File: src/sv/cfpd_pkg.sv
// ----------------------------------------------------------------------------
// cfpd_pkg
// Shared types and constants of the complex field peak detector.
// ----------------------------------------------------------------------------
package cfpd_pkg;

  // fixed field and register widths
  localparam int MAG_W      = 32;
  localparam int FW_W       = 11;
  localparam int FH_W       = 13;
  localparam int ROW_W      = 12;
  localparam int PCOL_W     = 10;
  localparam int CFG_IDX_W  = 2;
  localparam int CFG_DATA_W = 32;

  localparam int MAX_HEIGHT     = 4096;
  localparam int CFG_WIDTH_RST  = 1024;
  localparam int CFG_HEIGHT_RST = 1024;

  // module parameter defaults
  localparam int MAX_WIDTH_DEF   = 1024;
  localparam int SAMPLE_BITS_DEF = 16;

  // result queue
  localparam int PUSH_MAX   = 3;
  localparam int FIFO_DEPTH = 4;
  localparam int PTR_W      = $clog2(FIFO_DEPTH);
  localparam int LVL_W      = $clog2(FIFO_DEPTH + 1);

  typedef enum logic [CFG_IDX_W-1:0] {
    REG_THRESHOLD = 2'd0,
    REG_WIDTH     = 2'd1,
    REG_HEIGHT    = 2'd2
  } cfg_reg_t;

  // where the sample sits in the frame
  typedef struct packed {
    logic up1;       // row above exists
    logic up2;       // two rows above exist
    logic left1;     // column to the left exists
    logic left2;     // two columns to the left exist
    logic right;     // column to the right exists
    logic last_row;
    logic last_col;
  } pos_flags_t;

  // one line memory entry: squared magnitudes of rows r-1 and r-2
  typedef struct packed {
    logic [MAG_W-1:0] mid;
    logic [MAG_W-1:0] up;
  } line_entry_t;

  // squared magnitudes around the current sample
  typedef struct packed {
    logic [MAG_W-1:0] h;         // current sample (r, c)
    logic [MAG_W-1:0] mid_c;     // (r-1, c)
    logic [MAG_W-1:0] up_c;      // (r-2, c)
    logic [MAG_W-1:0] mid_n;     // (r-1, c+1)
    logic [MAG_W-1:0] left_mid;  // (r-1, c-1)
    logic [MAG_W-1:0] prev1_h;   // (r, c-1)
    logic [MAG_W-1:0] prev2_h;   // (r, c-2)
  } nbr_t;

  typedef struct packed {
    logic [PCOL_W-1:0] peak_col;
    logic [ROW_W-1:0]  peak_row;
    logic [MAG_W-1:0]  height_sq;
    logic              last;
  } res_t;

  typedef struct packed {
    logic [1:0]              cnt;
    res_t [PUSH_MAX-1:0]     slot;
  } push_t;

  typedef struct packed {
    logic not_empty;
    logic room;        // space for a full run of results
  } fifo_stat_t;

endpackage

File: src/sv/cfpd_mag.sv
// ----------------------------------------------------------------------------
// cfpd_mag
// Squared magnitude re*re + im*im, saturated to 32 bits.
// ----------------------------------------------------------------------------
module cfpd_mag
  import cfpd_pkg::*;
#(
  parameter int SAMPLE_BITS = SAMPLE_BITS_DEF
) (
  input  logic signed [SAMPLE_BITS-1:0] re,
  input  logic signed [SAMPLE_BITS-1:0] im,
  output logic [MAG_W-1:0]              mag_sq
);

  localparam int SUM_W = 2 * SAMPLE_BITS;

  logic signed [SUM_W-1:0] re_sq;
  logic signed [SUM_W-1:0] im_sq;
  logic [SUM_W-1:0]        sum;
  logic                    sat;

  assign re_sq = re * re;
  assign im_sq = im * im;
  // both squares are non-negative and their sum fits in SUM_W bits
  assign sum   = $unsigned(re_sq) + $unsigned(im_sq);
  assign sat   = (SUM_W > MAG_W) && (sum > SUM_W'({MAG_W{1'b1}}));

  assign mag_sq = sat ? {MAG_W{1'b1}} : MAG_W'(sum);

endmodule

File: config.mk
export PLATFORM = sky130hd
export DESIGN_NAME = cfpd_mag
export DESIGN_NICKNAME = d
export VERILOG_FILES = /design/src/sv/cfpd_pkg.sv /design/src/sv/cfpd_mag.sv
export SDC_FILE = /design/constraint.sdc
export NUM_CORES = 1
export LEC_CHECK = 0
export BUFFER_PORTS_ARGS = -buffer_cell sky130_fd_sc_hd__buf_2
export CAP_MARGIN = 30
export CORE_MARGIN = 10
export CORE_UTILIZATION = 55
export DETAILED_ROUTE_END_ITERATION = 7
export PLACE_DENSITY = 0.8
export SLEW_MARGIN = 10
export SYNTH_ARGS = -nofsm -noshare
export SYNTH_HDL_FRONTEND = slang
export SYNTH_SLANG_ARGS = --single-unit
export TNS_END_PERCENT = 100
File: constraint.sdc
create_clock -name vclk -period 21.7
set_input_delay 6.51 -clock vclk [all_inputs]
set_output_delay 6.51 -clock vclk [all_outputs]
set_load 0.02 [all_outputs]
==> run metrics <==
fmax=approximately 49 MHz; # clk buffers=0; crit share post-route=94.52%; Die Ht=around 200 um; area share of the largest cell type after synthesis=59.15%; final routed DRC violation total=0; DR vias/cell=slightly above 5; hold violation count in the final report=0; pin count of the biggest net entering global routing=24; unrepaired setup endpoints after global routing=false; final max-slew violation count=0; initial antenna violation count=1; minimum clock period=between 20000 and 25000 ps; Seq cells=0; most frequent cells in the layout=inv_1 (656), fa_1 (522), nand2_1 (151); drt wl/cell=roughly 17 um; Site Rows=65; final setup vio count=0; Cells after Synth=~1900; Yosys warnings=0; nets=roughly 2600; WS Path Type=input pin to output port; Worst-Margin Slew=about 810 ps; Hold WC Path Type=input pin to output port; Max-Slew Margin vs Limit=between 40% and 50%; crit path launch type=input pin; DRT Wirelength=about 39000 um; total I/O pin count=between 60 and 70; Critical Path RT=between 15000 and 20000 ps; first-pass GRT wire length=just under 70000 um; Cell variety after synth=48; Post-CTS Hold Fix Bufs=0; grt ovf=0; Vias=between 10000 and 15000; Yosys top cell by area=fa_1; synth-to-layout area growth=3.767%; drt first pass iters=5; die width=199.2 um; Synth Area per Inst=around 9.5 sq um; vias in the first global route=approximately 14000; die area=approximately 40000 sq um; share of post-route cells with drive strength above 1=under 10%; cts repair resizes=0; Synth area leaders=fa_1 (59%), inv_1 (14%), ha_1 (10%); Worst Setup SP=im[0]; Initial Util=roughly 56%; GRT Overall Usage=about a fifth; Post-Route Setup TNS=0 ps; CP arrival=between 10000 and 15000 ps; register area=0 sq um; max cap viols=0; setup bufs post-CTS=0; Final ANT Viol Nets=0; register area share after synthesis=0%; commonest non-fill, non-tap cell in the layout=inv_1; Core Area=around 32000 sq um; 1st-iter DRT viols=600; port bufs=between 60 and 70; critical-path maximum fanout=23; min-delay src=im[0]; Netlist Area Pre-Place=17670 sq um; CP Capture Type=output port; Post-Syn Nets=roughly 2600; Final Wtd Congestion=just over 0.9; DP Wirelength=35490 um; run status=completed; ant diodes=0
[metrics by stage]
| stage | hold slack, ps | cell area (sq um) | cells | setup slack [ps] | util, % |
|---|---|---|---|---|---|
| after floorplan | 13220 | 17670 | 1857 | 1531 | - |
| after global placement | 13630 | 18330 | 2281 | 1247 | 57.95 |
| after detailed placement | 13650 | 18330 | 2281 | 1152 | 57.95 |
| after CTS | 13650 | 18330 | 2281 | 1123 | 57.95 |
| after global routing | 13690 | 18330 | 2281 | 764.4 | 57.95 |
| final | 13650 | 18330 | 2281 | 1189 | 57.95 |
[critical path, cell delays in order]
cell      delay [ps]
buf_2            310
and2_1           720
fa_1             530
inv_1             80
fa_1             430
fa_1             490
inv_1             50
fa_1             480
fa_1             580
fa_1             430
fa_1             510
inv_1             50
fa_1             470
inv_1             40
ha_1             350
a21oi_2          230
o21ai_1          100
a21o_1           200
a2111o_1         410
o21a_1           270
a221oi_2         380
xnor2_1          160
buf_2            180
[layer usage]
metal  share of wire [%]  GRT usage, %  vias to the layer above
met4                 4.1         7.149                        0
li1                    -             -                     5240
met1                  37         25.72                     6152
met5                   0             0                        -
met3                 5.0         1.901                       96
met2                  54         38.82                      353
[cell families after synthesis]
logic type	Yosys count	synth area share, %
compound gates	82	3.350
mux	3	0.1841
fa+ha+maj	669	69.56
xor+xnor	54	2.677
simple gates	349	9.320
buf+inv	700	14.91
[cells in the mapped netlist, drive strengths merged (2+ instances only)]
| cell | instances |
|---|---|
| fa | 522 |
| o21a | 5 |
| o311ai | 2 |
| a21oi | 21 |
| nor2 | 57 |
| nor3 | 7 |
| nand2 | 151 |
| xnor2 | 45 |
| a21o | 10 |
| nor2b | 16 |
| a211o | 3 |
| nand2b | 8 |
| buf | 2 |
| o21ai | 17 |
| o41ai | 2 |
| mux2 | 2 |
| nand3 | 9 |
| and2 | 85 |
| a2111oi | 3 |
| and3 | 9 |
| xor2 | 9 |
| o21bai | 2 |
| ha | 147 |
| o211ai | 2 |
| clkbuf | 42 |
| a31o | 2 |
| or2 | 3 |
| inv | 656 |
| a211oi | 6 |
[worst paths after layout]
check | to | cells after the start
hold / removal | mag_sq[1] | 3
setup / recovery | mag_sq[31] | 23
[area by class of cell]
type / count / area, sq um
multi-input combinational: 1157 / 15030
inverter: 656 / 2462
fill: 2690 / 13300
tap: 402 / 503.0
timing repair buffer: 66 / 335.3
Power is not shown: default switching activity piles up to over one toggle a cycle in this logic, so the estimate is an artifact.
