===== config.mk =====
export PLATFORM = sky130hd
export DESIGN_NAME = cfpd_res_fifo
export DESIGN_NICKNAME = d
export VERILOG_FILES = /design/src/sv/cfpd_pkg.sv /design/src/sv/cfpd_res_fifo.sv
export SDC_FILE = /design/constraint.sdc
export NUM_CORES = 1
export LEC_CHECK = 0
export BUFFER_PORTS_ARGS = -buffer_cell sky130_fd_sc_hd__clkbuf_2
export CAP_MARGIN = 20
export CORE_UTILIZATION = 52
export DETAILED_ROUTE_END_ITERATION = 7
export GPL_ROUTABILITY_DRIVEN = 1
export GPL_TIMING_DRIVEN = 0
export PLACE_DENSITY = 0.87
export REMOVE_ABC_BUFFERS = 1
export SYNTH_ARGS = -nofsm -noshare
export SYNTH_HDL_FRONTEND = slang
export SYNTH_SLANG_ARGS = --single-unit

===== constraint.sdc =====
create_clock -name clk -period 9.8 [get_ports clk]
set_input_delay 0.49 -clock clk [delete_from_list [all_inputs] [get_ports clk]]
set_output_delay 0.49 -clock clk [all_outputs]
set_load 0.1 [all_outputs]

===== src/sv/cfpd_pkg.sv =====
// ----------------------------------------------------------------------------
// cfpd_pkg
// Shared types and constants of the complex field peak detector.
// ----------------------------------------------------------------------------
package cfpd_pkg;

  // fixed field and register widths
  localparam int MAG_W      = 32;
  localparam int FW_W       = 11;
  localparam int FH_W       = 13;
  localparam int ROW_W      = 12;
  localparam int PCOL_W     = 10;
  localparam int CFG_IDX_W  = 2;
  localparam int CFG_DATA_W = 32;

  localparam int MAX_HEIGHT     = 4096;
  localparam int CFG_WIDTH_RST  = 1024;
  localparam int CFG_HEIGHT_RST = 1024;

  // module parameter defaults
  localparam int MAX_WIDTH_DEF   = 1024;
  localparam int SAMPLE_BITS_DEF = 16;

  // result queue
  localparam int PUSH_MAX   = 3;
  localparam int FIFO_DEPTH = 4;
  localparam int PTR_W      = $clog2(FIFO_DEPTH);
  localparam int LVL_W      = $clog2(FIFO_DEPTH + 1);

  typedef enum logic [CFG_IDX_W-1:0] {
    REG_THRESHOLD = 2'd0,
    REG_WIDTH     = 2'd1,
    REG_HEIGHT    = 2'd2
  } cfg_reg_t;

  // where the sample sits in the frame
  typedef struct packed {
    logic up1;       // row above exists
    logic up2;       // two rows above exist
    logic left1;     // column to the left exists
    logic left2;     // two columns to the left exist
    logic right;     // column to the right exists
    logic last_row;
    logic last_col;
  } pos_flags_t;

  // one line memory entry: squared magnitudes of rows r-1 and r-2
  typedef struct packed {
    logic [MAG_W-1:0] mid;
    logic [MAG_W-1:0] up;
  } line_entry_t;

  // squared magnitudes around the current sample
  typedef struct packed {
    logic [MAG_W-1:0] h;         // current sample (r, c)
    logic [MAG_W-1:0] mid_c;     // (r-1, c)
    logic [MAG_W-1:0] up_c;      // (r-2, c)
    logic [MAG_W-1:0] mid_n;     // (r-1, c+1)
    logic [MAG_W-1:0] left_mid;  // (r-1, c-1)
    logic [MAG_W-1:0] prev1_h;   // (r, c-1)
    logic [MAG_W-1:0] prev2_h;   // (r, c-2)
  } nbr_t;

  typedef struct packed {
    logic [PCOL_W-1:0] peak_col;
    logic [ROW_W-1:0]  peak_row;
    logic [MAG_W-1:0]  height_sq;
    logic              last;
  } res_t;

  typedef struct packed {
    logic [1:0]              cnt;
    res_t [PUSH_MAX-1:0]     slot;
  } push_t;

  typedef struct packed {
    logic not_empty;
    logic room;        // space for a full run of results
  } fifo_stat_t;

endpackage


===== src/sv/cfpd_res_fifo.sv =====
// ----------------------------------------------------------------------------
// cfpd_res_fifo
// Result queue: takes up to three words at once, gives one per cycle on pop.
// ----------------------------------------------------------------------------
module cfpd_res_fifo
  import cfpd_pkg::*;
(
  input  logic       clk,
  input  logic       rst_n,
  input  logic       push_en,
  input  push_t      push,
  input  logic       pop,
  output res_t       head,
  output fifo_stat_t stat
);

  res_t             q_r [FIFO_DEPTH];
  logic [PTR_W-1:0] wr_ptr_r, wr_ptr_nxt;
  logic [PTR_W-1:0] rd_ptr_r, rd_ptr_nxt;
  logic [LVL_W-1:0] level_r, level_nxt;
  logic [LVL_W-1:0] push_cnt;

  assign push_cnt   = push_en ? LVL_W'(push.cnt) : '0;
  assign wr_ptr_nxt = wr_ptr_r + PTR_W'(push_cnt);
  assign rd_ptr_nxt = rd_ptr_r + PTR_W'(pop);
  assign level_nxt  = level_r + push_cnt - LVL_W'(pop);

  always_ff @(posedge clk) begin
    if (!rst_n) begin
      wr_ptr_r <= '0;
      rd_ptr_r <= '0;
      level_r  <= '0;
    end else begin
      wr_ptr_r <= wr_ptr_nxt;
      rd_ptr_r <= rd_ptr_nxt;
      level_r  <= level_nxt;
    end
  end

  always_ff @(posedge clk) begin
    for (int k = 0; k < PUSH_MAX; k++) begin
      if (push_en && (k < int'(push.cnt))) begin
        q_r[wr_ptr_r + PTR_W'(k)] <= push.slot[k];
      end
    end
  end

  assign head           = q_r[rd_ptr_r];
  assign stat.not_empty = (level_r != '0);
  assign stat.room      = (level_r <= LVL_W'(FIFO_DEPTH - PUSH_MAX));

endmodule


==> impl_metrics.ini, run 1 <==
[run_status]
status = finished, final reports clean

[place]
port_buffers = 227
dp_slack_ns = 6.82
gp_congestion = 0.736
dp_hpwl_mm = 23.4

[cells_and_area]
nFillCells = 1954
fin_nets = 1254
multiInputGateArea_um2 = 6620
ff_latch_area_um2 = 6750
drive_gt1_frac = 0.532
syn2layout_area_growth_pct = 19.4

[synthesis]
synth-seq-area-share = 0.491
synth_edf_count = 220
ys_ff_latch = 227
synth.area.top_cells = edfxtp_1 (48%), mux2_1 (19%), mux2_2 (17%)
ys.flop_type = edfxtp_1
synth_xor_area_frac = 0.00319
synthArstFlopShare = 0
postSynthAreaPerCell_um2 = 16.4
yosysTopAreaCell = edfxtp_1
netlist_area_um2 = 13700
yosysWarnings = 0
synth_top_area_frac = 0.481
yosys.area_share.simple = 0.0138
synth_compound_area_frac = 0.00292
synth_top_family_by_area = multiplexers
synth_mux_area_frac = 0.452
netlist-cell-type-count = 34
synthAdderAreaFrac = 0.00565
syn_inst = 836

[detailed_routing]
vias = 8468
wl_per_cell_um = 23.3
drt-initial-drc-count = 501
detail-route-antenna-nets = 0
drtPass1Iterations = 5
viasPerCell = 5.90
wl_mm = 33.4
drc = 0

[grt]
met1_usage = 0.313
antenna_found_initial = 1
met3_usage = 0.0427
grt.total_usage = 0.248
grt_start_max_net_pins = 33
grt_util_met2 = 0.433
grt_pass1_vias = 8942
grt_pass1_wl_mm = 50.3
grt-ovfl-total = 0
top_usage_layer = met2

[sta]
worst_slack_ns = 6.74
hold_viol = 0
period_share = 0.312
clock_skew_ns = 0.00770
fin_crit_ns = 3.06
tightest_slew_ns = 0.984
relSlewSlack = 0.343
rsz0062_at_grt = no
fmax_mhz = 327
finalMaxSlewViolations = 0
holdWs_ns = 0.286
finalSetupViolations = 0

[hold_path]
hp-class = in -> reg

[cts]
cts_made_buffers = 26
cts-hold-fix-buffers = 0
cts_tree = yes
insertion_delay_ns = 0.52
path_clk_slew_ns = 0.05
clockRootBuffer = clkbuf_16
post_cts_buffers = 0
clock_sinks = 227
h-tree-depth = 1
cts_resized = 0
cts_max_path_buffers = 3

[die]
dieWidth_um = 164
die_h_um = 164
initial_core_util = 0.528
die_area_um2 = 27100
rows = 59
ios = 228
coreArea_um2 = 26000

[pwr]
p_leak_nw = 6.09
vdd_drop_max_mv = 0.198
power_density_nw_per_um2 = 171
p_total_mw = 2.80

[critical_path]
startpoint_type = register
cp.arrival_ns = 2.57
end_kind = output port
crit_required_ns = 9.31
crit_fanout = 32
path_class = reg -> out
r2r_slack_ns = 6.78

[run]
maxCapViolCount = 0
[path summary, 6_finish.rpt]
kind	start	endpoint	cells past startpoint
max	rd_ptr_r[0]	head[9]	3
min	rst_n	rd_ptr_r[1]	2
max reg2reg	wr_ptr_r[0]	q_r[2][19]	6
min reg2reg	level_r[0]	level_r[0]	2
[stage by stage]
step,utilization,std cells,setup TNS [ns],cell area (µm²)
6_report,0.631,1435,0,16400
5_1_grt,0.631,1435,0,16400
2_1_floorplan,-,774,-24.69,13300
3_5_place_dp,0.601,1386,0,15600
3_3_place_gp,0.572,1336,-1069.18,14900
4_1_cts,0.631,1434,0,16400
[layout make-up]
| type | instances | area share |
|---|---|---|
| flip-flops and latches | 227 | 0.412 |
| multi-input cells | 542 | 0.404 |
| repair buffers | 277 | 0.110 |
| clock buffers | 36 | 0.0433 |
| well taps | 335 | 0.0256 |
| clock inverters | 12 | 0.00458 |
| inverters | 5 | 0.00114 |
| diodes | 1 | 0.000153 |
[cell families (layout without fill, tap and decap cells)]
kind of cell | Yosys count | after routing
AO/OA/AOI/OAI | 6 | 6
XOR/XNOR | 5 | 5
adder cells (fa/ha/maj) | 6 | 6
buffers and inverters | 67 | 330
flip-flops | 227 | 227
multiplexers | 496 | 496
other | 0 | 1
AND/OR/NAND/NOR | 29 | 29
[flip-flops by register name, indices dropped and copies added, names as in the netlist]
signal    cells
wr_ptr_r      2
q_r         220
level_r       3
rd_ptr_r      2
[routing by layer]
layer  share of wire  wire, µm
met3           0.056      1880
met5               0         0
met2            0.51     16900
met4           0.027       893
met1            0.41     13700
[cells in the final DEF, fill, tap and decap left out, types with 3 or more instances in the layout]
cell       count
edfxtp_1     220
clkbuf_2     227
dfxtp_1        5
clkbuf_1       9
xnor2_1        4
buf_8         14
mux4_2        55
clkbuf_16     27
buf_6          4
nand2_1        6
buf_2          9
mux2_1       228
buf_16         5
buf_12         7
ha_1           3
clkinv_1      10
inv_1          4
buf_4         11
mux2_2       212
and2_1         6
[where the power goes]
group | internal (mW) | switching, mW | total, mW
sequential | 1.14 | 0.0308 | 1.17
clock | 0.528 | 0.377 | 0.904
combinational | 0.235 | 0.490 | 0.725
[critical path, stage by stage, from the launching register on]
cell      delay [ns]
dfxtp_4         0.72
buf_16          0.34
mux4_2          0.56
clkbuf_2        0.39
[Yosys cell counts, drive strengths merged (2+ instances only)]
| cell | instances |
|---|---|
| a2111oi | 2 |
| a21oi | 2 |
| and2 | 6 |
| buf | 56 |
| clkbuf | 6 |
| dfxtp | 7 |
| edfxtp | 220 |
| ha | 3 |
| inv | 5 |
| maj3 | 2 |
| mux2 | 440 |
| mux4 | 55 |
| nand2 | 7 |
| nand3 | 2 |
| nand4b | 2 |
| nor2 | 4 |
| nor3 | 2 |
| xnor2 | 4 |
No activity file was read; power rests on OpenSTA's default activity.
==> run 2, diff against run 1 <==
Clock period 9.8 ns to 2.8 ns, I/O delays scaled along.
==> run 2 against run 1 <==
  * Sequential cell count unchanged
  * Total power increased to 3.5 times the previous value
  * Global-route usage increased by 0.76 points
  * First-iteration DRC count increased by 18%
  * Sequential share of layout area decreased by 1.6 points
  * Die area unchanged
  * Largest power group unchanged
==> impl_metrics.ini, run 2 (synthesis results as in run 1) <==
[hold_path]
min_from = push_en
hp-class = in -> reg
holdPathEnd = wr_ptr_r[1]
min_path_cells = 3

[critical_path]
path_cells = nand4_4 > buf_12 > mux2_1 > mux2_2
slowest_stage = nand4_4
r2r_start = wr_ptr_r[0]
reg2reg_depth = 4
worst_r2r_endpoint = q_r[0][17]
path_class = reg -> reg
end_kind = register
crit_fanout = 31
startpoint_type = register
cpPeakStageDelay_ns = 0.71
cp.arrival_ns = 2.94
r2r_slack_ns = 0.12
crit_required_ns = 3.06

[run_status]
status = finished, final reports clean

[place]
port_buffers = 227
dp_hpwl_mm = 23.4
gp_congestion = 0.736

[cts]
insertion_delay_ns = 0.52
path_clk_slew_ns = 0.06
h-tree-depth = 1
cts_tree = yes
cts_max_path_buffers = 3
clockRootBuffer = clkbuf_16
cts_made_buffers = 26
clock_sinks = 227

[sta]
fmax_mhz = 374
tightest_slew_ns = 0.917
fin_crit_ns = 2.68
finalSetupTns_ns = 0
rsz0062_at_grt = no
relSlewSlack = 0.388
hold_viol = 0
clock_skew_ns = 0.00706
finalSetupViolations = 0
finalMaxSlewViolations = 0
period_share = 0.956
holdWs_ns = 0.0600

[cells_and_area]
regMostFlops = q_r
ff_latch_area_um2 = 6760
reg_top3 = q_r: 220 flops, level_r: 3 flops
drive_gt1_frac = 0.511
fin_nets = 1318
syn2layout_area_growth_pct = 24.1
final_cell_mix = mux2_1 (228), clkbuf_2 (227), edfxtp_1 (220)
nFillCells = 1866
final_common_cell = mux2_1
multiInputGateArea_um2 = 6630
largest_reg_flops = 220

[die]
die_area_um2 = 27100
rows = 59
dieWidth_um = 164
ios = 228
initial_core_util = 0.528
coreArea_um2 = 26000
die_h_um = 164

[pwr]
power_density_nw_per_um2 = 582
vdd_drop_max_mv = 0.697
p_leak_nw = 6.37

[detailed_routing]
detail-route-antenna-nets = 0
wl_per_cell_um = 23.2
drtPass1Iterations = 5
drt-initial-drc-count = 589
wl_mm = 34.7
vias = 8763
viasPerCell = 5.85
drc = 0

[grt]
grt_start_max_net_pins = 33
grt_pass1_vias = 9301
grt_pass1_wl_mm = 51.9
antenna_found_initial = 1
grt.total_usage = 0.255
grt-ovfl-total = 0

[run]
maxCapViolCount = 0
run 2: through the flow:
stage               cell area, µm²  power (mW)  utilization  cells  worst slack [ns]
floorplan                    13300        6.09            -    774             -7.24
global placement             14900        6.69        0.572   1336            -15.44
detailed placement           15600        6.72        0.601   1386            -0.183
CTS                          17000        9.95        0.655   1497           0.00379
global route                 17000        10.2        0.656   1499            0.0468
finish                       17000        9.91        0.656   1499             0.123
run 2: repair_timing:
action / 4_1_cts / 5_1_grt
cloned: 0 / 0
pin swaps: 3 / 0
setup buffers: 6 / 1
endpoints found under the hold margin: 225 / 0
gates resized for setup: 3 / 0
setup endpoints to repair: 91 / 28
hold buffers: 57 / 0
run 2: cell type report:
type	instances	area share
inverters	5	0.00110
multi-input cells	542	0.389
clock inverters	12	0.00440
repair buffers	341	0.143
clock buffers	36	0.0416
diodes	1	0.000147
well taps	335	0.0246
flip-flops and latches	227	0.396
run 2: metal layers:
| metal | up-vias | global-route usage | share of wire |
|---|---|---|---|
| li1 | 4003 | - | - |
| met1 | 4384 | 0.318 | 0.40 |
| met2 | 309 | 0.454 | 0.51 |
| met3 | 67 | 0.0439 | 0.059 |
| met4 | 0 | 0.0734 | 0.024 |
| met5 | - | 0 | 0 |
run 2: power by group:
part / switching (mW) / internal, mW
clock: 1.33 / 1.85
sequential: 0.0997 / 4.00
combinational: 1.75 / 0.887
total: 3.18 / 6.73
run 2: worst max-delay path by stage:
stage	slack, ns	endpoint	depth (start not counted)	from
after CTS	0.004	head[4]	3	rd_ptr_r[0]
after detailed placement	-0.18	q_r[2][9]	6	wr_ptr_r[0]
after global routing	0.05	q_r[0][17]	4	wr_ptr_r[0]
final	0.12	q_r[0][17]	4	wr_ptr_r[0]
after global placement	-15.44	q_r[0][15]	2	wr_ptr_r[0]
after floorplan	-7.24	q_r[2][0]	2	wr_ptr_r[1]
run 2: worst max-delay path: cells and delay by family, from the launching register on:
kind / cells / cell delay (ns)
multiplexers: 2 / 0.61
AND/OR/NAND/NOR: 1 / 0.71
flip-flops: 1 / 0.61
buffers and inverters: 1 / 0.46
