===== config.mk =====
export PLATFORM = sky130hd
export DESIGN_NAME = cfpd_judge
export DESIGN_NICKNAME = d
export VERILOG_FILES = /design/src/sv/cfpd_pkg.sv /design/src/sv/cfpd_judge.sv
export SDC_FILE = /design/constraint.sdc
export NUM_CORES = 1
export LEC_CHECK = 0
export ABC_AREA = 0
export BUFFER_PORTS_ARGS = -buffer_cell sky130_fd_sc_hd__buf_2
export CORE_AREA = 5 5 171 173
export DETAILED_ROUTE_END_ITERATION = 8
export DIE_AREA = 0 0 176 178
export PLACE_DENSITY_LB_ADDON = 0.12
export SETUP_SLACK_MARGIN = 0.15
export SLEW_MARGIN = 25
export SYNTH_ARGS = -nofsm -noshare
export SYNTH_HDL_FRONTEND = slang
export SYNTH_SLANG_ARGS = --single-unit
export TNS_END_PERCENT = 20

===== constraint.sdc =====
create_clock -name vclk -period 5.3
set_clock_uncertainty 0.05 [all_clocks]
set_input_delay 0.53 -clock vclk [all_inputs]
set_output_delay 0.53 -clock vclk [all_outputs]
set_load 0.01 [all_outputs]

===== src/sv/cfpd_pkg.sv =====
// ----------------------------------------------------------------------------
// cfpd_pkg
// Shared types and constants of the complex field peak detector.
// ----------------------------------------------------------------------------
package cfpd_pkg;

  // fixed field and register widths
  localparam int MAG_W      = 32;
  localparam int FW_W       = 11;
  localparam int FH_W       = 13;
  localparam int ROW_W      = 12;
  localparam int PCOL_W     = 10;
  localparam int CFG_IDX_W  = 2;
  localparam int CFG_DATA_W = 32;

  localparam int MAX_HEIGHT     = 4096;
  localparam int CFG_WIDTH_RST  = 1024;
  localparam int CFG_HEIGHT_RST = 1024;

  // module parameter defaults
  localparam int MAX_WIDTH_DEF   = 1024;
  localparam int SAMPLE_BITS_DEF = 16;

  // result queue
  localparam int PUSH_MAX   = 3;
  localparam int FIFO_DEPTH = 4;
  localparam int PTR_W      = $clog2(FIFO_DEPTH);
  localparam int LVL_W      = $clog2(FIFO_DEPTH + 1);

  typedef enum logic [CFG_IDX_W-1:0] {
    REG_THRESHOLD = 2'd0,
    REG_WIDTH     = 2'd1,
    REG_HEIGHT    = 2'd2
  } cfg_reg_t;

  // where the sample sits in the frame
  typedef struct packed {
    logic up1;       // row above exists
    logic up2;       // two rows above exist
    logic left1;     // column to the left exists
    logic left2;     // two columns to the left exist
    logic right;     // column to the right exists
    logic last_row;
    logic last_col;
  } pos_flags_t;

  // one line memory entry: squared magnitudes of rows r-1 and r-2
  typedef struct packed {
    logic [MAG_W-1:0] mid;
    logic [MAG_W-1:0] up;
  } line_entry_t;

  // squared magnitudes around the current sample
  typedef struct packed {
    logic [MAG_W-1:0] h;         // current sample (r, c)
    logic [MAG_W-1:0] mid_c;     // (r-1, c)
    logic [MAG_W-1:0] up_c;      // (r-2, c)
    logic [MAG_W-1:0] mid_n;     // (r-1, c+1)
    logic [MAG_W-1:0] left_mid;  // (r-1, c-1)
    logic [MAG_W-1:0] prev1_h;   // (r, c-1)
    logic [MAG_W-1:0] prev2_h;   // (r, c-2)
  } nbr_t;

  typedef struct packed {
    logic [PCOL_W-1:0] peak_col;
    logic [ROW_W-1:0]  peak_row;
    logic [MAG_W-1:0]  height_sq;
    logic              last;
  } res_t;

  typedef struct packed {
    logic [1:0]              cnt;
    res_t [PUSH_MAX-1:0]     slot;
  } push_t;

  typedef struct packed {
    logic not_empty;
    logic room;        // space for a full run of results
  } fifo_stat_t;

endpackage


===== src/sv/cfpd_judge.sv =====
// ----------------------------------------------------------------------------
// cfpd_judge
// Local maximum tests for the up to three samples decided by one input word.
// ----------------------------------------------------------------------------
module cfpd_judge
  import cfpd_pkg::*;
#(
  parameter int MAX_WIDTH = MAX_WIDTH_DEF
) (
  input  logic [$clog2(MAX_WIDTH)-1:0] col,
  input  logic [ROW_W-1:0]             row,
  input  pos_flags_t                   flags,
  input  nbr_t                         nbr,
  input  logic [MAG_W-1:0]             thresh,
  output push_t                        push
);

  localparam int COL_W = $clog2(MAX_WIDTH);

  // upper and left neighbours may tie, lower and right must be smaller
  function automatic logic peak_ok(
    input logic [MAG_W-1:0] h,
    input logic [MAG_W-1:0] thr,
    input logic hu, input logic [MAG_W-1:0] u,
    input logic hl, input logic [MAG_W-1:0] l,
    input logic hd, input logic [MAG_W-1:0] d,
    input logic hr, input logic [MAG_W-1:0] r
  );
    return (h > thr) && !(hu && (h < u)) && !(hl && (h < l)) &&
           !(hd && (h <= d)) && !(hr && (h <= r));
  endfunction

  logic [PUSH_MAX-1:0] hit;
  res_t                cand [PUSH_MAX];
  logic [1:0]          idx;

  always_comb begin
    // sample above the current one, now that its lower neighbour is here
    hit[0] = flags.up1 &&
             peak_ok(nbr.mid_c, thresh, flags.up2, nbr.up_c, flags.left1, nbr.left_mid,
                     1'b1, nbr.h, flags.right, nbr.mid_n);
    // last row: sample to the left, now that its right neighbour is here
    hit[1] = flags.last_row && flags.left1 &&
             peak_ok(nbr.prev1_h, thresh, flags.up1, nbr.left_mid, flags.left2, nbr.prev2_h,
                     1'b0, '0, 1'b1, nbr.h);
    // last sample of the frame
    hit[2] = flags.last_row && flags.last_col &&
             peak_ok(nbr.h, thresh, flags.up1, nbr.mid_c, flags.left1, nbr.prev1_h,
                     1'b0, '0, 1'b0, '0);

    cand[0] = '{peak_col: PCOL_W'(col), peak_row: ROW_W'(row - 1'b1),
                height_sq: nbr.mid_c, last: 1'b0};
    cand[1] = '{peak_col: PCOL_W'(COL_W'(col - 1'b1)), peak_row: row,
                height_sq: nbr.prev1_h, last: 1'b0};
    cand[2] = '{peak_col: PCOL_W'(col), peak_row: row,
                height_sq: nbr.h, last: 1'b0};
  end

  // pack the hits in order and flag the final one
  always_comb begin
    push = '0;
    idx  = '0;
    for (int k = 0; k < PUSH_MAX; k++) begin
      if (hit[k]) begin
        push.slot[idx] = cand[k];
        idx            = idx + 1'b1;
      end
    end
    push.cnt = idx;
    if (idx != '0) begin
      push.slot[idx - 1'b1].last = 1'b1;
    end
  end

endmodule


==> results of run 1 <==
[cells by family after synthesis]
kind of cell               synth area share [%]
AOI/OAI and AO/OA                          25.6
xor gates and xnor gates                 0.0866
adders and majority gates                  40.2
buffers and inverters                      11.2
muxes                                     0.408
and+or+nand+nor                            22.5
[worst max-delay path by stage]
stage	slack [ns]	cells past startpoint	end
after CTS	0.15	18	push[48]
after global routing	0.10	17	push[81]
after detailed placement	0.16	17	push[81]
after global placement	0.11	17	push[81]
final	0.20	17	push[81]
after floorplan	0.68	16	push[58]
[cells in the mapped netlist (all sizes together), types with 2 or more instances]
| cell | instances | area, um2 |
|---|---|---|
| a221o | 40 | 400 |
| nor3 | 48 | 252 |
| a311o | 2 | 20.0 |
| nor2b | 21 | 131 |
| nand3 | 30 | 155 |
| and3 | 60 | 375 |
| or2 | 2 | 12.5 |
| nand2 | 110 | 413 |
| a41oi | 6 | 52.6 |
| o2bb2ai | 5 | 43.8 |
| nor2 | 33 | 126 |
| o21a | 4 | 30.0 |
| o2111ai | 6 | 52.6 |
| o21ai | 83 | 415 |
| a2111o | 3 | 33.8 |
| nor4 | 13 | 87.6 |
| a221oi | 17 | 149 |
| ha | 325 | 4070 |
| a31oi | 5 | 31.3 |
| nand3b | 2 | 15.0 |
| o31a | 2 | 17.5 |
| a2111oi | 3 | 45.1 |
| a21boi | 13 | 97.6 |
| and2 | 6 | 37.5 |
| o211ai | 16 | 120 |
| nor3b | 2 | 15.0 |
| o31ai | 5 | 37.5 |
| or3 | 7 | 43.8 |
| buf | 20 | 126 |
| and4 | 18 | 158 |
| mux2i | 3 | 30.0 |
| a21o | 23 | 173 |
| nand2b | 9 | 56.3 |
| nand4 | 54 | 338 |
| a211oi | 18 | 160 |
| a21oi | 119 | 599 |
| inv | 245 | 920 |
| clkbuf | 23 | 88.8 |
| a22oi | 2 | 15.0 |
[final cells by class]
cell class	count	share of cell area [%]
repair buffers	479	19.5
inverters	245	7.13
well taps	346	3.36
multi-input cells	1133	70.0
[report_power, final]
part / internal [mW] / leakage [nW] / total, mW / switching [mW]
registers: 0 / 0 / 0 / 0
clock network: 0 / 0 / 0 / 0
logic: 0.376 / 7.75 / 0.951 / 0.575
total: 0.376 / 7.75 / 0.951 / 0.575
[what timing repair did]
item / CTS / global route
resized for setup: 1 / 0
buffers inserted: 0 / 2
pin swaps: 0 / 0
endpoints found under the hold margin: 0 / 0
setup endpoints to repair: 1 / 20
[per-layer routing]
layer,global-route usage (%),share of wire [%],up-vias
li1,-,-,6154
met1,35.4,42,5808
met2,52.7,50,474
met3,2.86,6.3,61
met4,5.43,2.4,2
met5,0,0.023,-
==> flow_metrics.py, run 1 <==
metrics = {
    "power_and_ir_drop": {
        "power.density_nw_per_um2": 73.8,
        "irDropWorstVdd_v": 0.0000370,
        "leakage_nw": 7.75,
        "power_mw": 0.951,
    },
    "placement": {
        "place_congestion": 1.01,
        "dp_slack_ns": 0.155,
        "dp.final_hpwl_um": 40500,
        "place_area_um2": 12900,
        "post-place-cells": 2201,
        "port_buffers": 452,
    },
    "critical_path": {
        "critPathBufInv": 5,
        "cp-end-kind": "output pin",
        "crit_fanout": 9,
        "crit_required_ns": 4.72,
        "cp_top_family": "compound AO/OA/AOI/OAI gates",
        "crit_path_start": "nbr[174]",
        "worstSetupPathType": "input port to output pin",
        "path_cells": "buf_2 -> ha_1 -> nand4_1 -> nor2_1 -> a221oi_1 -> o21ai_1 -> buf_4 -> a2111o_1 -> nand3_2 -> nor2_2 -> ha_2 -> inv_1 -> nor4_4 -> buf_4 -> nand2_1 -> o21ai_0 -> buf_2",
        "cpPeakStageDelay_ns": 0.53,
        "slowest_stage": "a221oi_1",
        "cp-start-kind": "input port",
        "cp_data_arrival_time_ns": 4.52,
    },
    "routing": {
        "wl_um": 47200,
        "route.vias.total": 12500,
        "drt-pass1-iter-count": 5,
        "post_drt_wl_per_cell_um": 21.4,
        "drtIter0Drc": 729,
        "ant_nets": 0,
        "avgViaCountPerCell": 5.67,
        "drc_errors": 0,
    },
    "global_routing": {
        "grt_pass1_wl_um": 70200,
        "antenna_found_initial": 2,
        "gr-total-overflow": 0,
        "grtUsageTotal_pct": 28.2,
        "grt_pass1_vias": 12400,
        "grt_max_degree": 60,
    },
    "synth": {
        "seq_area_frac_synth_pct": 0,
        "synth.distinct_cells": 70,
        "syn_nets": 2031,
        "syn-cell-area_um2": 10100,
        "synthCells": 1421,
        "syn-mean-instance-area_um2": 7.12,
        "synth_warnings": 0,
    },
    "sta": {
        "whs_ns": 1.34,
        "slew_violations": 0,
        "fmax_mhz": 196,
        "fin_crit_sh_pct": 96.2,
        "setup_ws_ns": 0.200,
        "finalSetupTns_ns": 0,
        "worst_pin_slew_ns": 0.820,
        "slew_headroom_pct": 44.9,
        "rsz0062_at_grt": "yes",
        "finalHoldViolCount": 0,
        "finalSetupViolations": 0,
        "period_minus_slack_ns": 5.10,
    },
    "finish": {
        "final.clkbuf_count": 0,
        "final_layout_size_suffix_gt1_share_pct": 26.8,
        "final_cell_mix": "buf_2, ha_1, inv_1",
        "layout_commonest_cell": "buf_2",
        "area_delta_synth_final_pct": 27.4,
        "multi_input_area_um2": 9020,
        "nFillCells": 2906,
        "final_core_util_pct": 46.9,
        "seqCellArea_um2": 0,
        "nNetsFinal": 2469,
        "insertedDiodeCount": 0,
        "fin_area_um2": 12900,
        "seq_cell_count": 0,
        "fin_cells": 2203,
    },
    "min_path": {
        "holdPathEnd": "push[154]",
        "hold_path_class": "input port to output pin",
        "holdPathStages": 3,
        "hold_path_startpoint": "row[11]",
    },
    "run_status": {
        "outcome": "complete, no violations",
    },
    "flow_run": {
        "max-cap-violations": 0,
    },
    "floorplan": {
        "die_y_um": 178,
        "fp-row-count": 61,
        "boundaryPins": 452,
        "core_area_um2": 27500,
        "die_w_um": 176,
        "start_util_pct": 36.8,
        "die_area_um2": 31300,
    },
    "clocking": {
        "postCtsHoldBufs": 0,
    },
}
No activity file was read; power rests on OpenSTA's default activity.
==> run 2: changes to the inputs <==
Settings changed: ABC_AREA 0 to 1, CORE_AREA 5 5 171 173 to 5 5 172 174, DIE_AREA 0 0 176 178 to 0 0 177 179.
Clock period 5.3 ns to 5.5 ns, I/O delays scaled along.
==> flow_metrics.py, run 2 <==
metrics = {
    "synth": {
        "syn_nets": 2498,
        "seq_area_frac_synth_pct": 0,
        "synth.top_cells.by_count": "nand2_1, inv_1, ha_1",
        "synth_warnings": 0,
        "syn-cell-area_um2": 10800,
        "syn-mean-instance-area_um2": 5.73,
        "synth.distinct_cells": 39,
        "yosys.cell_count.top_type": "nand2_1",
        "synthCells": 1888,
        "synth_area_leaders": "ha_1, nand2_1, inv_1",
        "synth_top_cell_by_area": "ha_1",
        "synth_top_area_share_pct": 37.6,
    },
    "critical_path": {
        "crit_required_ns": 4.90,
        "critPathBufInv": 4,
        "slowest_stage": "nor4_1",
        "cp_top_family": "simple AND/OR/NAND/NOR gates",
        "path_cells": "buf_2 -> ha_1 -> nand2_1 -> nor4_1 -> nand2_1 -> nand2_1 -> nand2_1 -> nand2_1 -> nand3_2 -> clkinv_2 -> ha_1 -> nand2_2 -> buf_12 -> nor2_1 -> buf_2",
        "path_common_cell": "nand2_1",
        "crit_fanout": 33,
        "cp-start-kind": "input port",
        "worstSetupPathType": "input port to output pin",
        "cp-end-kind": "output pin",
        "cp_data_arrival_time_ns": 4.43,
        "cpPeakStageDelay_ns": 0.63,
    },
    "placement": {
        "place_area_um2": 13400,
        "port_buffers": 452,
        "place_congestion": 0.923,
        "dp.final_hpwl_um": 39300,
        "dp_slack_ns": 0.435,
    },
    "finish": {
        "final_core_util_pct": 48.6,
        "area_delta_synth_final_pct": 24.2,
        "nFillCells": 3075,
        "fin_area_um2": 13400,
        "final_layout_size_suffix_gt1_share_pct": 21.1,
        "layout_commonest_cell": "nand2_1",
        "seq_cell_count": 0,
        "multi_input_area_um2": 9150,
        "final_cell_mix": "nand2_1, buf_2, inv_1",
        "nNetsFinal": 2923,
        "final.clkbuf_count": 0,
        "seqCellArea_um2": 0,
    },
    "sta": {
        "slew_headroom_pct": 53.0,
        "rsz0062_at_grt": "no",
        "finalSetupTns_ns": 0,
        "finalHoldViolCount": 0,
        "period_minus_slack_ns": 5.03,
        "worst_pin_slew_ns": 0.702,
        "fmax_mhz": 199,
        "finalSetupViolations": 0,
        "setup_ws_ns": 0.473,
        "whs_ns": 1.39,
        "slew_violations": 0,
        "fin_crit_sh_pct": 91.4,
    },
    "floorplan": {
        "die_area_um2": 31700,
        "fp-row-count": 61,
        "core_area_um2": 27600,
        "start_util_pct": 39.1,
        "die_y_um": 179,
        "die_w_um": 177,
        "boundaryPins": 452,
    },
    "flow_run": {
        "max-cap-violations": 0,
    },
    "min_path": {
        "hold_path_class": "input port to output pin",
        "hold_path_startpoint": "col[8]",
        "holdPathEnd": "push[53]",
        "holdPathStages": 4,
    },
    "routing": {
        "drc_errors": 0,
        "drtIter0Drc": 603,
        "avgViaCountPerCell": 5.01,
        "post_drt_wl_per_cell_um": 16.9,
        "ant_nets": 0,
        "wl_um": 45400,
        "drt-pass1-iter-count": 5,
        "route.vias.total": 13500,
    },
    "global_routing": {
        "grt_pass1_vias": 13200,
        "grtUsageTotal_pct": 26.9,
        "grt_pass1_wl_um": 68400,
        "gr-total-overflow": 0,
        "antenna_found_initial": 3,
        "grt_max_degree": 49,
    },
    "power_and_ir_drop": {
        "irDropWorstVdd_v": 0.0000348,
        "power.density_nw_per_um2": 69.4,
        "leakage_nw": 8.93,
    },
    "run_status": {
        "outcome": "complete, no violations",
    },
    "clocking": {
        "postCtsHoldBufs": 0,
    },
}
## run 2: changes by cell type in the layout (fill, tap and decap cells not counted), moves of 40 or more
cell / previous run / this run
nand4_1: 54 / 14
a21oi_1: 118 / 171
nor2_1: 32 / 195
and3_1: 60 / 1
nand2_1: 110 / 469
nand3_1: 28 / 110
a221o_1: 40 / 0
inv_1: 245 / 376
## run 2: area by class of cell
class | count | share of cell area, %
multi-input combinational | 1462 | 68.1
timing repair buffer | 464 | 17.6
inverter | 385 | 10.8
tap | 378 | 3.52
antenna | 1 | 0.0186
## run 2: logic make-up (layout without fill, tap and decap cells)
logic type	after synthesis	in the layout	share of synthesized area (%)
other cells	0	1	0
buf+inv	426	849	15.5
simple gates	826	826	31.3
xor+xnor	14	14	1.13
compound gates	297	297	14.4
fa+ha+maj	325	325	37.6
## run 2: through the flow
step	std cells	power (mW)
4_1_cts	2689	0.935
6_report	2690	0.933
3_3_place_gp	2689	0.907
5_1_grt	2690	1.07
3_5_place_dp	2689	0.930
2_1_floorplan	1888	0.551
## run 2: repair_timing
item                       in CTS  in global routing
resized for setup               0                  1
setup endpoints to repair       0                  1
buffers inserted                0                  0
## run 2: per-layer routing
metal	GRT usage [%]	share of wire, %
met3	4.64	7.4
met4	7.48	3.0
met2	48.8	48
met1	32.7	42
met5	0	0.033
## run 2: tightest hold or removal path, cell delays in order
cell and delay (ns):
buf_2 0.10, nand2_1 0.05, o21ai_0 0.05, buf_2 0.13
## run 2: worst max path at each step
stage | start | endpoint | slack [ns] | cells after the start
after global routing | nbr[47] | push[132] | 0.19 | 15
final | nbr[47] | push[132] | 0.47 | 15
after CTS | nbr[47] | push[132] | 0.42 | 15
after floorplan | thresh[31] | push[11] | 1.85 | 21
after detailed placement | nbr[47] | push[132] | 0.43 | 15
after global placement | nbr[47] | push[132] | 0.48 | 15
## run 2: report_power, final
part / internal, mW / switching (mW) / leakage (nW)
registers: 0 / 0 / 0
logic: 0.354 / 0.579 / 8.93
clock network: 0.0000000244 / 0 / 0.00000634
==> run 3: changes to the inputs <==
Settings changed: ABC_AREA 1 to not set, CORE_AREA 5 5 172 174 to 5 5 171 173, DIE_AREA 0 0 177 179 to 0 0 176 178.
==> flow_metrics.py, run 3 (same netlist as run 1, synthesis figures left out) <==
metrics = {
    "power_and_ir_drop": {
        "irDropWorstVdd_v": 0.0000357,
        "leakage_nw": 7.70,
        "power.density_nw_per_um2": 71.2,
    },
    "finish": {
        "seq_cell_count": 0,
        "nNetsFinal": 2461,
        "final_cell_mix": "buf_2, ha_1, inv_1",
        "fin_area_um2": 12800,
        "area_delta_synth_final_pct": 26.5,
        "final_layout_size_suffix_gt1_share_pct": 26.4,
        "layout_commonest_cell": "buf_2",
        "multi_input_area_um2": 9020,
        "seqCellArea_um2": 0,
        "final.clkbuf_count": 0,
        "nFillCells": 2943,
    },
    "routing": {
        "drt-met1-wl_um": 19200,
        "wl_met2_um": 22700,
        "avgViaCountPerCell": 5.73,
        "drt-pass1-iter-count": 7,
        "drtIter0Drc": 672,
        "wl_um": 47100,
        "ant_nets": 0,
        "route.met3.wl_um": 3370,
        "top_layer": "met5",
        "drc_errors": 0,
        "post_drt_wl_per_cell_um": 21.5,
        "route.vias.total": 12600,
    },
    "global_routing": {
        "grt_pass1_vias": 12300,
        "grt_pass1_wl_um": 69100,
        "antenna_found_initial": 5,
        "grtUsageTotal_pct": 28.0,
        "gr-total-overflow": 0,
        "grt_max_degree": 60,
    },
    "sta": {
        "period_minus_slack_ns": 5.10,
        "slew_violations": 0,
        "slew_headroom_pct": 25.3,
        "worst_pin_slew_ns": 1.11,
        "fin_crit_sh_pct": 92.6,
        "finalHoldViolCount": 0,
        "finalSetupViolations": 0,
        "rsz0062_at_grt": "no",
        "finalSetupTns_ns": 0,
        "setup_ws_ns": 0.405,
        "fmax_mhz": 196,
    },
    "placement": {
        "place_area_um2": 12800,
        "dp_slack_ns": 0.268,
        "port_buffers": 452,
        "place_congestion": 0.932,
        "dp.final_hpwl_um": 40600,
    },
    "critical_path": {
        "cp_data_arrival_time_ns": 4.50,
        "cp-end-kind": "output pin",
        "worstSetupPathType": "input port to output pin",
        "cp-start-kind": "input port",
        "crit_fanout": 11,
        "crit_required_ns": 4.90,
    },
    "floorplan": {
        "die_area_um2": 31300,
        "die_y_um": 178,
        "start_util_pct": 36.8,
        "boundaryPins": 452,
        "fp-row-count": 61,
        "core_area_um2": 27500,
        "die_w_um": 176,
    },
    "run_status": {
        "outcome": "complete, no violations",
    },
    "clocking": {
        "postCtsHoldBufs": 0,
        "cts_setup_buffers": 0,
    },
    "min_path": {
        "hold_path_class": "input port to output pin",
    },
    "flow_run": {
        "max-cap-violations": 0,
    },
}
run 3: cell count changes in the layout (fill, tap and decap cells not counted), sizes merged, moves of 18 or more:
cell | previous run | this run
and3 | 1 | 60
nor2b | 0 | 21
nand3 | 112 | 30
a221o | 0 | 40
nor3 | 17 | 48
a21oi | 171 | 119
nand2 | 473 | 110
and4 | 0 | 18
nor2 | 198 | 33
nand4 | 16 | 54
inv | 381 | 245
run 3: critical path, cell delays in order:
cell and delay, ns:
buf_2 0.15, ha_1 0.32, nand4_1 0.22, nor2_1 0.10, a221oi_1 0.50, o21ai_1 0.26, buf_4 0.19, a2111o_1 0.45
nand3_2 0.09, nor2_2 0.06, inv_1 0.08, ha_1 0.15, nor4b_4 0.54, buf_4 0.30, a211oi_4 0.09, nor4_1 0.27
buf_2 0.18
run 3: final timing paths:
path / startpoint / endpoint / slack [ns] / cells after the start
worst max-delay path: nbr[174] / push[35] / 0.40 / 17
worst min-delay path: row[11] / push[154] / 1.38 / 3
run 3: layout make-up:
type / instances / share of cell area (%)
multi-input combinational: 1133 / 70.4
timing repair buffer: 471 / 19.0
inverter: 245 / 7.18
tap: 346 / 3.38
antenna: 1 / 0.0195
run 3: timing repair:
action	4_1_cts	5_1_grt
gates resized for setup	0	1
endpoints found under the hold margin	0	0
endpoints found under the setup margin	0	1
run 3: through the flow:
stage          instances  util [%]  power (mW)  hold WS (ns)
6_report            2196      46.6       0.912          1.38
3_3_place_gp        2195      46.6       0.886          1.39
5_1_grt             2196      46.6        1.02          1.41
4_1_cts             2195      46.6       0.906          1.39
2_1_floorplan       1421         -       0.510          1.15
3_5_place_dp        2195      46.6       0.901          1.39
run 3: where the power goes:
group,total (mW),internal [mW],switching (mW)
logic,0.912,0.359,0.553
registers,0,0,0
clock network,0.0000000244,0.0000000244,0
total,0.912,0.359,0.553
run 3: per-layer routing:
layer / up-vias / track usage, %
met5: - / 0
met4: 6 / 8.80
met3: 81 / 3.50
met2: 543 / 50.6
met1: 5821 / 34.5
li1: 6138 / -
